==> config.mk <==
export PLATFORM = sky130hd
export DESIGN_NAME = particle_code_validate_decode
export DESIGN_NICKNAME = d
export VERILOG_FILES = /design/src/rtl/pcvd_pkg.sv /design/src/rtl/pcvd_classify.sv /design/src/rtl/particle_code_validate_decode.sv
export SDC_FILE = /design/constraint.sdc
export NUM_CORES = 2
export LEC_CHECK = 0
export BUFFER_PORTS_ARGS = -buffer_cell sky130_fd_sc_hd__buf_2
export CORE_MARGIN = 2
export CORE_UTILIZATION = 45
export DETAILED_ROUTE_END_ITERATION = 6
export PLACE_DENSITY = 0.67
export SLEW_MARGIN = 25
export SYNTH_ARGS = -nofsm -noshare
export SYNTH_HDL_FRONTEND = slang
export SYNTH_HIERARCHICAL = 1
export SYNTH_SLANG_ARGS = --single-unit
==> constraint.sdc <==
create_clock -name clk -period 23.8 [get_ports clk]
set_input_delay 3.57 -clock clk [delete_from_list [all_inputs] [get_ports clk]]
set_output_delay 3.57 -clock clk [all_outputs]
set_load 0.005 [all_outputs]
==> src/rtl/pcvd_pkg.sv <==
`default_nettype none

package pcvd_pkg;

  typedef enum logic [2:0] {
    K_NUCLEUS      = 3'd0,
    K_ANTI_NUCLEUS = 3'd1,
    K_QUARK        = 3'd2,
    K_DIQUARK      = 3'd3,
    K_GLUON        = 3'd4,
    K_MESON        = 3'd5,
    K_BARYON       = 3'd6,
    K_UNCHECKED    = 3'd7
  } kind_t;

  // Reciprocals for division by constants; each quotient is exact or one low.
  localparam logic [31:0] RECIP_1E4 = 32'd3518437208;  // floor(2^45 / 10000)
  localparam logic [18:0] RECIP_1E3 = 19'd268435;      // floor(2^28 / 1000)
  // Exact for values below 10000.
  localparam logic [13:0] RECIP_DIG1000 = 14'd8389;     // >> 23
  localparam logic [12:0] RECIP_DIG100  = 13'd5243;     // >> 19
  localparam logic [15:0] RECIP_DIG10   = 16'd52429;    // >> 19

  localparam logic [31:0] MESON_K_SHORT = 32'd310;
  localparam logic [31:0] MESON_K_LONG  = 32'd130;
  localparam logic [7:0]  NUCLEUS_BASE  = 8'd100;

  typedef struct packed {
    logic [31:0] raw;
    kind_t       kind;
    logic        quark_ok;
    logic [7:0]  hs;
    logic [9:0]  z;
    logic [9:0]  a;
    logic [3:0]  q1;
    logic [3:0]  q2;
    logic [3:0]  q3;
    logic [3:0]  sd;
    logic [13:0] key;
  } digits_t;

  typedef struct packed {
    logic                ok;
    logic [5:0][11:0]    cnt;
    logic [5:0][11:0]    anti;
    logic signed [8:0]   spin;
  } decode_t;

  typedef struct packed {
    logic              hit;
    logic              low_pair;
    logic [3:0]        a;
    logic [3:0]        b;
    logic signed [8:0] spin;
  } bexc_t;

  function automatic bexc_t baryon_exception(input logic [13:0] key);
    bexc_t e;
    e = '{hit: 1'b1, low_pair: 1'b0, a: 4'd2, b: 4'd1, spin: 9'sd1};
    unique case (key)
      14'd3122, 14'd4122, 14'd5122, 14'd2122: e.spin = 9'sd1;
      14'd3124, 14'd2124: e.spin = 9'sd3;
      14'd3126, 14'd2126: e.spin = 9'sd5;
      14'd3128, 14'd2128: e.spin = 9'sd7;
      14'd4132, 14'd5132: e.a = 4'd3;
      14'd4232, 14'd5232: begin
        e.a = 4'd3;
        e.b = 4'd2;
      end
      14'd1212: e.low_pair = 1'b1;
      14'd1214: begin
        e.low_pair = 1'b1;
        e.spin = 9'sd3;
      end
      14'd1216: begin
        e.low_pair = 1'b1;
        e.spin = 9'sd5;
      end
      14'd1218: begin
        e.low_pair = 1'b1;
        e.spin = 9'sd7;
      end
      default: e.hit = 1'b0;
    endcase
    return e;
  endfunction

endpackage

`default_nettype wire

==> src/rtl/pcvd_classify.sv <==
`default_nettype none

module pcvd_classify #(
  parameter int FLAVOURS = 6
) (
  input  pcvd_pkg::digits_t dig,
  output pcvd_pkg::decode_t res
);
  import pcvd_pkg::*;

  logic [5:0][11:0] pos;
  logic [5:0][11:0] opp;
  logic             ok;
  logic signed [8:0] spin;
  logic [7:0]       ll;
  logic [3:0]       m2;
  logic [3:0]       m3;
  logic [3:0]       b1;
  logic [3:0]       b2;
  logic [3:0]       b3;
  logic [3:0]       flv;
  bexc_t            exc;

  assign flv = 4'(FLAVOURS);
  assign exc = baryon_exception(dig.key);

  always_comb begin
    pos  = '0;
    opp  = '0;
    ok   = 1'b1;
    ll   = dig.hs - NUCLEUS_BASE;
    m2   = dig.q2;
    m3   = dig.q3;
    b1   = dig.q1;
    b2   = dig.q2;
    b3   = dig.q3;
    if (dig.sd == 4'd0 && dig.hs != 8'd0) begin
      spin = $signed({1'b0, dig.hs}) - 9'sd1;
    end else begin
      spin = $signed({5'd0, dig.sd}) - 9'sd1;
    end
    unique case (dig.kind)
      K_NUCLEUS, K_ANTI_NUCLEUS: begin
        spin = 9'sd0;
        // Code layout is 10LZZZAAAI; L is the strange count.
        if (dig.hs < NUCLEUS_BASE || dig.a < 10'd2 ||
            (11'(dig.z) + 11'(ll)) > 11'(dig.a) || 10'(ll) > dig.a) begin
          ok = 1'b0;
        end else begin
          pos[0] = 12'({dig.a, 1'b0}) - 12'(dig.z) - 12'(ll);
          pos[1] = 12'(dig.z) + 12'(dig.a);
          pos[2] = 12'(ll);
        end
      end
      K_QUARK: begin
        ok = dig.quark_ok;
        if (ok) begin
          for (int f = 0; f < 6; f++) begin
            pos[f] = 12'(dig.key == 14'(f + 1));
          end
        end
      end
      K_DIQUARK: begin
        if (dig.q1 == 4'd0 || dig.q2 == 4'd0 || dig.q3 != 4'd0 ||
            dig.q1 < dig.q2 || dig.q1 > flv) begin
          ok = 1'b0;
        end else begin
          for (int f = 0; f < 6; f++) begin
            pos[f] = 12'(dig.q1 == 4'(f + 1)) + 12'(dig.q2 == 4'(f + 1));
          end
        end
      end
      K_MESON: begin
        if (dig.raw == MESON_K_SHORT) spin = 9'sd0;
        if (dig.raw == MESON_K_LONG) begin
          spin = 9'sd0;
          m2 = 4'd3;
          m3 = 4'd1;
        end
        if (dig.q1 != 4'd0 || m2 == 4'd0 || m3 == 4'd0 || m2 < m3 || m2 > flv) begin
          ok = 1'b0;
        end else begin
          // An odd heavier flavour is down-type, so it sits on the anti side.
          for (int f = 0; f < 6; f++) begin
            if (m2[0]) begin
              pos[f] = 12'(m3 == 4'(f + 1));
              opp[f] = 12'(m2 == 4'(f + 1));
            end else begin
              pos[f] = 12'(m2 == 4'(f + 1));
              opp[f] = 12'(m3 == 4'(f + 1));
            end
          end
        end
      end
      K_BARYON: begin
        if (dig.q1 == 4'd0 || dig.q2 == 4'd0 || dig.q3 == 4'd0) begin
          ok = 1'b0;
        end else begin
          if (exc.hit) begin
            spin = exc.spin;
            if (exc.low_pair) begin
              b1 = exc.a;
              b2 = exc.b;
            end else begin
              b2 = exc.a;
              b3 = exc.b;
            end
          end
          if (b1 < b2 || b2 < b3 || b1 < b3 || b1 > flv) begin
            ok = 1'b0;
          end else begin
            for (int f = 0; f < 6; f++) begin
              pos[f] = 12'(b1 == 4'(f + 1)) + 12'(b2 == 4'(f + 1)) +
                       12'(b3 == 4'(f + 1));
            end
          end
        end
      end
      K_GLUON, K_UNCHECKED: ok = 1'b1;
      default: ok = 1'b1;
    endcase
  end

  assign res.ok   = ok;
  assign res.cnt  = dig.raw[31] ? opp : pos;
  assign res.anti = dig.raw[31] ? pos : opp;
  assign res.spin = spin;

endmodule

`default_nettype wire

==> src/rtl/particle_code_validate_decode.sv <==
`default_nettype none

// Throughput: one request per cycle unless the output stalls; the seven
// stage registers each hold one request and advance independently, so
// bubbles are squeezed out.
// Reset: rst is synchronous and active high; it empties every stage.
module particle_code_validate_decode #(
  parameter int FLAVOURS = 6
) (
  input  wire logic         clk,
  input  wire logic         rst,
  input  wire logic         s_tvalid,
  output logic              s_tready,
  // particle_code [31:0], expected_charge_thirds [45:32]
  input  wire logic [47:0]  s_tdata,
  // operation [2:0]
  input  wire logic [2:0]   s_tuser,
  output logic              m_tvalid,
  input  wire logic         m_tready,
  // checked_code [31:0], light_quark_counts [67:32], heavy_quark_counts [73:68],
  // light_antiquark_counts [109:74], heavy_antiquark_counts [115:110],
  // spin_code [124:116], charge_matches [125]
  output logic [127:0]      m_tdata
);
  import pcvd_pkg::*;

  logic [7:1] v;
  logic [8:1] en;

  always_comb begin
    en[8] = m_tready;
    for (int i = 7; i >= 1; i--) begin
      en[i] = !v[i] || en[i + 1];
    end
  end
  assign s_tready = en[1];
  assign m_tvalid = v[7];

  always_ff @(posedge clk) begin
    if (rst) begin
      v <= '0;
    end else begin
      if (en[1]) v[1] <= s_tvalid;
      for (int i = 2; i <= 7; i++) begin
        if (en[i]) v[i] <= v[i - 1];
      end
    end
  end

  // Stage 1: input register.
  logic [31:0]        s1_raw;
  kind_t              s1_kind;
  logic signed [13:0] s1_exp;
  always_ff @(posedge clk) begin
    if (en[1]) begin
      s1_raw  <= s_tdata[31:0];
      s1_kind <= kind_t'(s_tuser);
      s1_exp  <= $signed(s_tdata[45:32]);
    end
  end

  // Stage 2: magnitude times reciprocal of 10^4.
  logic [31:0] mag;
  logic [63:0] prod1;
  assign mag   = s1_raw[31] ? (~s1_raw + 32'd1) : s1_raw;
  assign prod1 = 64'(mag) * 64'(RECIP_1E4);

  logic [31:0]        s2_raw;
  kind_t              s2_kind;
  logic signed [13:0] s2_exp;
  logic [31:0]        s2_mag;
  logic               s2_qok;
  logic [17:0]        s2_test;
  always_ff @(posedge clk) begin
    if (en[2]) begin
      s2_raw  <= s1_raw;
      s2_kind <= s1_kind;
      s2_exp  <= s1_exp;
      s2_mag  <= mag;
      s2_qok  <= mag != 32'd0 && mag <= 32'(FLAVOURS);
      s2_test <= prod1[62:45];
    end
  end

  // Stage 3: correct the quotient by one where the remainder overflows.
  logic [31:0] r1;
  logic        c1;
  assign r1 = s2_mag - 32'(s2_test) * 32'd10000;
  assign c1 = r1 >= 32'd10000;

  logic [31:0]        s3_raw;
  kind_t              s3_kind;
  logic signed [13:0] s3_exp;
  logic               s3_qok;
  logic [17:0]        s3_t;
  logic [13:0]        s3_low4;
  always_ff @(posedge clk) begin
    if (en[3]) begin
      s3_raw  <= s2_raw;
      s3_kind <= s2_kind;
      s3_exp  <= s2_exp;
      s3_qok  <= s2_qok;
      s3_t    <= c1 ? s2_test + 18'd1 : s2_test;
      s3_low4 <= c1 ? 14'(r1 - 32'd10000) : 14'(r1);
    end
  end

  // Stage 4: upper group estimate and low digit quotients.
  logic [36:0] prod2;
  logic [27:0] p1000;
  logic [27:0] p100;
  logic [29:0] p10;
  assign prod2 = 37'(s3_t) * 37'(RECIP_1E3);
  assign p1000 = 28'(s3_low4) * 28'(RECIP_DIG1000);
  assign p100  = 28'(s3_low4) * 28'(RECIP_DIG100);
  assign p10   = 30'(s3_low4) * 30'(RECIP_DIG10);

  logic [31:0]        s4_raw;
  kind_t              s4_kind;
  logic signed [13:0] s4_exp;
  logic               s4_qok;
  logic [17:0]        s4_t;
  logic [7:0]         s4_hse;
  logic [13:0]        s4_low4;
  logic [3:0]         s4_d1000;
  logic [6:0]         s4_d100;
  logic [9:0]         s4_d10;
  always_ff @(posedge clk) begin
    if (en[4]) begin
      s4_raw   <= s3_raw;
      s4_kind  <= s3_kind;
      s4_exp   <= s3_exp;
      s4_qok   <= s3_qok;
      s4_t     <= s3_t;
      s4_hse   <= prod2[35:28];
      s4_low4  <= s3_low4;
      s4_d1000 <= p1000[26:23];
      s4_d100  <= p100[25:19];
      s4_d10   <= p10[28:19];
    end
  end

  // Stage 5: final upper group, nucleus Z field and single digits.
  logic [17:0] r2;
  logic        c2;
  assign r2 = s4_t - 18'(s4_hse) * 18'd1000;
  assign c2 = r2 >= 18'd1000;

  digits_t            s5_dig;
  logic signed [13:0] s5_exp;
  always_ff @(posedge clk) begin
    if (en[5]) begin
      s5_exp          <= s4_exp;
      s5_dig.raw      <= s4_raw;
      s5_dig.kind     <= s4_kind;
      s5_dig.quark_ok <= s4_qok;
      s5_dig.hs       <= c2 ? s4_hse + 8'd1 : s4_hse;
      s5_dig.z        <= c2 ? 10'(r2 - 18'd1000) : 10'(r2);
      s5_dig.a        <= s4_d10;
      s5_dig.q1       <= s4_d1000;
      s5_dig.q2       <= 4'(s4_d100 - 7'(s4_d1000) * 7'd10);
      s5_dig.q3       <= 4'(s4_d10 - 10'(s4_d100) * 10'd10);
      s5_dig.sd       <= 4'(s4_low4 - 14'(s4_d10) * 14'd10);
      s5_dig.key      <= s4_low4;
    end
  end

  // Stage 6: validation and content.
  decode_t res;
  pcvd_classify #(.FLAVOURS(FLAVOURS)) u_classify (
    .dig (s5_dig),
    .res (res)
  );

  decode_t            s6_res;
  logic [31:0]        s6_raw;
  logic signed [13:0] s6_exp;
  always_ff @(posedge clk) begin
    if (en[6]) begin
      s6_res <= res;
      s6_raw <= s5_dig.raw;
      s6_exp <= s5_exp;
    end
  end

  // Stage 7: charge of the content in thirds, and the output register.
  logic signed [15:0] total;
  always_comb begin
    total = '0;
    for (int f = 0; f < 6; f++) begin
      if (f % 2 == 1) begin
        total = total + $signed({3'd0, s6_res.cnt[f], 1'b0})
                      - $signed({3'd0, s6_res.anti[f], 1'b0});
      end else begin
        total = total - $signed({4'd0, s6_res.cnt[f]})
                      + $signed({4'd0, s6_res.anti[f]});
      end
    end
  end

  logic [31:0]       o_code;
  logic [35:0]       o_light;
  logic [5:0]        o_heavy;
  logic [35:0]       o_lanti;
  logic [5:0]        o_hanti;
  logic signed [8:0] o_spin;
  logic              o_match;
  always_ff @(posedge clk) begin
    if (en[7]) begin
      o_code  <= s6_res.ok ? s6_raw : 32'd0;
      o_light <= {s6_res.cnt[2], s6_res.cnt[1], s6_res.cnt[0]};
      o_heavy <= {s6_res.cnt[5][1:0], s6_res.cnt[4][1:0], s6_res.cnt[3][1:0]};
      o_lanti <= {s6_res.anti[2], s6_res.anti[1], s6_res.anti[0]};
      o_hanti <= {s6_res.anti[5][1:0], s6_res.anti[4][1:0], s6_res.anti[3][1:0]};
      o_spin  <= s6_res.spin;
      o_match <= total == 16'(s6_exp);
    end
  end

  assign m_tdata = {2'b00, o_match, o_spin, o_hanti, o_lanti, o_heavy, o_light, o_code};

`ifndef SYNTHESIS
  // A rejected code carries no quark content.
  a_reject_empty: assert property (@(posedge clk) disable iff (rst)
    (m_tvalid && o_code == 32'd0) |->
      (o_light == 36'd0 && o_heavy == 6'd0 && o_lanti == 36'd0 && o_hanti == 6'd0))
    else $error("rejected code with nonzero content");

  // With no result held, the pipeline can always take a request.
  a_ready_when_drained: assert property (@(posedge clk) disable iff (rst)
    !m_tvalid |-> s_tready)
    else $error("input stalled while output is empty");

  // The quotient correction keeps the low four digits below 10000.
  a_low4_range: assert property (@(posedge clk) disable iff (rst)
    v[3] |-> s3_low4 < 14'd10000)
    else $error("digit split out of range");
`endif

endmodule

`default_nettype wire
== Word-level counts from Yosys, hierarchy flattened ==
Cells that the tools add are included.
Storage, ports and cells
  output and inout port bits: 130
  word-level logic and storage cells: 329
  bits of input ports: 55
  register bits: 783
Operators by class
  $lt $le $gt $ge: 15
  equal/unequal tests: 76
  $add $sub $neg: 47
  bitwise gates (word level): 1
  reductions and logical operators: 51
  multiply operators: 10
  multiplexer cells: 62
Operator list (number)
  2-to-1 mux 72 bit: 7
  one-hot mux 36 bit (5 select lines): 1
  one-hot mux 36 bit (4 select lines): 1
  2-to-1 mux 61 bit: 2
  == test 14 x 12 -> 1 bit, second input constant: 8
  == test 14 x 13 -> 1 bit, second input constant: 6
  == test 4 x 3 -> 1 bit, second input constant: 21
  adder 12 x 1 -> 12 bit: 6
  2-to-1 mux 32 bit: 2
  multiplier 32 x 29 -> 60 bit, second input constant: 1
  2-to-1 mux 4 bit: 15
  == test 14 x 11 -> 1 bit, second input constant: 4
  == test 4 x 2 -> 1 bit, second input constant: 14
  2-to-1 mux 9 bit: 5
  == test 14 x 3 -> 1 bit, second input constant: 3
  multiplier 18 x 19 -> 36 bit, second input constant: 1
  adder 16 x 13 -> 16 bit: 2
  adder 16 x 14 -> 16 bit: 2
  adder 32 x 1 -> 32 bit, second input constant: 1
  == test 32 x 8 -> 1 bit, second input constant: 1
  == test 32 x 9 -> 1 bit, second input constant: 1
  >= comparator 32 x 14 -> 1 bit, second input constant: 1
  <= comparator 32 x 3 -> 1 bit, second input constant: 1
  NOT 32 bit: 1
  other kinds (64): 155

== Depth between registers and ports, before layout ==
  word-level depth: 15
  mapped depth: 37
  mapped depth without buffers: 35

== By module ==
The synthesis kept the hierarchy.
Modules (own cells, without submodules)
  particle_code_validate_decode: times used 1, sequential area each 23172.2 um^2, area an instance 63804.9 um^2, cells each 5087
  pcvd_classify: times used 1, sequential area each 0.0 um^2, area an instance 5475.3 um^2, cells each 814

== Worst setup path before layout ==
OpenSTA, ideal clock, no wires.
  path kind: flip-flop to flip-flop
  start point: reg s1_raw[6]
  end point: reg s2_test[17], data pin
  slack: 14.208 ns
  required time: 23.541 ns
  stages on the path, launching flop included: 35
  setup time: 0.259 ns
  clock period less this slack: 9.592 ns
  path buffers: 0
  arrival time: 9.333 ns
  cells stage by stage: edfxtp_1 > or4_1 > or3_1 > or2_1 > nand2b_1 > or2_1 > o41ai_1 > xor2_1 > inv_1 > fa_1 > ha_1 > inv_1 > fa_1 > fa_1 > inv_1 > fa_1 > inv_1 > fa_1 > inv_1 > fa_1 > inv_1 > fa_1 > inv_1 > ha_1 > nand4_1 > nor4_1 > a22oi_1 > a21oi_1 > o2111ai_1 > a21oi_1 > nor3_1 > o31ai_1 > a31oi_1 > o21bai_1 > xnor2_1
Between the ends
  word-level cells in the longest chain between the ends: 4
RTL lines
  start: declaration: line particle_code_validate_decode.sv:51  | logic [31:0] s1_raw;
  start signal: assignment: line particle_code_validate_decode.sv:56  | s1_raw <= s_tdata[31:0];
  NOT 32 bit: line particle_code_validate_decode.sv:65  | assign mag = s1_raw[31] ? (~s1_raw + 32'd1) : s1_raw;
  adder 32 x 1 -> 32 bit: line particle_code_validate_decode.sv:65
  2-to-1 mux 32 bit: line particle_code_validate_decode.sv:65
  named net mag[25]: line particle_code_validate_decode.sv:63  | logic [31:0] mag;
  multiplier 32 x 29 -> 60 bit: line particle_code_validate_decode.sv:66  | assign prod1 = 64'(mag) * 64'(RECIP_1E4);
  named net prod1[62]: line particle_code_validate_decode.sv:64  | logic [63:0] prod1;
  end signal: assignment: line particle_code_validate_decode.sv:81  | s2_test <= prod1[62:45];
  end: declaration: line particle_code_validate_decode.sv:73  | logic [17:0] s2_test;
The timed path passes the listed nets, and every way through them passes these cells.
A chain may end at the register's enable or synchronous reset.

== Worst setup path in the final report ==
Same ends and word-level chain as after synthesis.

==> flow_summary_export.csv <==
group,metric,value,unit
sta,setup_tns,0,ns
clocking,cts.sink_count,774,
floorplan,core_area,152400,µm²
place,dp_hpwl,128300,µm
final_layout,drive_gt1_share,6.554,%
route,drcViolationCount,0,
yosys,yosysMostFrequentCell,"inv_1",
yosys,ys_types,97,
place,portBuffers,180,
place,globalplace.congestion,0.9482,
route,firstDrtPassIters,6,
yosys,async_flop_share,0,%
clocking,clkLatencyLatePin,0.69,ns
global_routing,grt-ovfl-total,0,
clocking,cts_setup_buffers,0,
sta,period_share,50.23,%
sta,timing.final.hold_violations,0,
sta,worst_pin_slew,1.029,ns
yosys,avgSynthCellArea,11.74,µm²
run_status,status,"finished clean",
critical_path,crit_path_max_fanout,8,
yosys,synth_edf_count,767,
sta,clock_skew,0.05952,ns
floorplan,die-height,396.4,µm
route,routed_wl,155100,µm
clocking,cts_made_buffers,81,
floorplan,dieArea,157100,µm²
sta,relSlewSlack,30.91,%
route,wl_per_cell,18.82,µm
sta,setup_viol,0,
yosys,synth_top_area_cell,"edfxtp_1",
critical_path,required,24.22,ns
yosys,ys_seq_area_share,33.45,%
critical_path,cp.arrival,12.38,ns
global_routing,grt_pass1_wl,248500,µm
sta,fmax,83.64,MHz
clocking,tritoncts,"done",
critical_path,crit_path_top_delay_cell,"xor2_1",
critical_path,cpPeakStageDelay,0.78,ns
final_layout,nNetsFinal,8053,
route,vias,41632,
critical_path,crit_path_end_kind,"flop",
clocking,cts_resized,0,
floorplan,row_count,143,
clocking,clock-root-buffer,"clkbuf_16",
yosys,yosysTopAreaCellShare,33.24,%
route,postRouteAntennaNets,0,
sta,rsz0062_at_grt,"false",
final_layout,synthToLayoutAreaGrowth,8.625,%
critical_path,crit_type,"reg2reg",
global_routing,grt_max_degree,130,
floorplan,io_pins,185,
yosys,syn_area,69280,µm²
clocking,path_clk_slew,0.06,ns
route,viasPerCell,5.052,
critical_path,crit_path_start_kind,"flop",
hold_path,hp-class,"reg2reg",
run,max_cap_viol_count,0,
yosys,synthTopCellsByCount,"1481 x inv_1, 1043 x ha_1, 809 x fa_1",
clocking,clk_path_buf_depth,3,
yosys,ys.flop_type,"edfxtp_1",
yosys,synthCells,5901,
route,dr.first_iter.drc_count,2392,
clocking,holdBufCountCts,0,
global_routing,grt_pass1_vias,44352,
global_routing,antenna_found_initial,8,
sta,drv_slew,0,
floorplan,start_util,45.45,%
sta,min_period,11.96,ns
yosys,ys_ff_latch,774,
yosys,yosys-top-cells-area,"edfxtp_1 33%, fa_1 23%, ha_1 19%",
yosys,yosysWarnings,6,
clocking,h-tree-depth,3,
floorplan,fp.dieW,396.4,µm
global_routing,track_usage,20.52,%
-- sequential cells by signal, indices dropped and copies added (netlist names), 18 cells and up --
signal	flops
s6_raw	32
o_lanti	36
s4_t	18
s6_res	154
s5_dig	91
o_code	32
s4_raw	32
s1_raw	32
o_light	36
s3_t	18
s2_test	18
s3_raw	32
s2_raw	32
s2_mag	31
-- worst max-delay path: cells and delay by family, from the launching register on --
family                   cells  cell delay, ns
buffers and inverters        6            0.88
adder cells (fa/ha/maj)      9            4.40
AO/OA/AOI/OAI                9            3.05
flip-flops                   1            0.54
AND/OR/NAND/NOR              6            1.96
XOR/XNOR                     2            0.87
-- final timing paths --
kind / startpoint / endpoint / slack [ns] / cells after the start
setup / recovery: s1_raw[6] / s2_test[17] / 11.84 / 32
hold reg to reg: s3_exp[13] / s4_exp[13] / 0.40 / 0
setup reg to reg: s1_raw[6] / s2_test[17] / 11.84 / 32
hold / removal: s3_exp[13] / s4_exp[13] / 0.40 / 0
-- layer usage --
| layer | global-route usage (%) | wire [µm] |
|---|---|---|
| met5 | 0 | 0 |
| met1 | 26.60 | 66110 |
| met3 | 2.739 | 6170 |
| met4 | 6.226 | 4953 |
| met2 | 35.72 | 77830 |
-- cell families (layout without fill, tap and decap cells) --
logic type,after synthesis,after routing,share of synthesized area (%)
muxes,14,14,0.2077
adders and majority gates,1852,1852,42.21
buffers and inverters,1611,1850,9.203
other,2,73,0.01084
and+or+nand+nor,810,810,6.054
xor gates and xnor gates,259,259,3.294
AOI/OAI and AO/OA,579,579,5.570
DFF,774,774,33.45
-- placed cells by master, fill, tap and decap left out, drive strengths merged, types with 18 or more instances in the layout --
cell type  Yosys  routed
nand4         45      45
nand2        142     142
nor2b         47      47
o21ai        112     112
nand2b        35      35
and2          49      49
edfxtp       767     767
clkbuf        39      98
nand3         85      85
buf           89     220
nor2         185     185
o21a          37      37
xnor2        177     177
and3          20      20
ha          1043    1043
clkinv         1      31
nor3          67      67
inv         1482    1490
a211oi        18      18
or2           21      21
xor2          81      81
fa           809     809
a31oi         23      23
conb           2      72
nor4          38      38
a21o          57      57
a21oi        174     174
-- through the flow --
stage | setup WS (ns) | utilization, % | instances | instance area (µm²) | hold slack, ns
5_1_grt | 11.33 | 49.37 | 8240 | 75250 | 0.4070
3_3_place_gp | 11.72 | 47.59 | 8093 | 72540 | 0.4007
2_1_floorplan | 14.21 | - | 5971 | 69540 | 0.4003
3_5_place_dp | 11.63 | 47.59 | 8093 | 72550 | 0.4045
6_report | 11.84 | 49.37 | 8241 | 75260 | 0.4042
4_1_cts | 11.62 | 49.35 | 8240 | 75240 | 0.4034
-- cell type report --
class / instances / area (µm²)
flip-flops and latches: 774 / 23170
multi-input cells: 3586 / 40070
diodes: 1 / 2.502
repair buffers: 220 / 1201
fillers: 13481 / 77190
clock inverters: 49 / 556.8
well taps: 2030 / 2540
inverters: 1483 / 5579
clock buffers: 98 / 2131
Power is left out: the tool's default activity adds up to more than one toggle a clock period on the data nets, which glitch-free logic cannot reach.
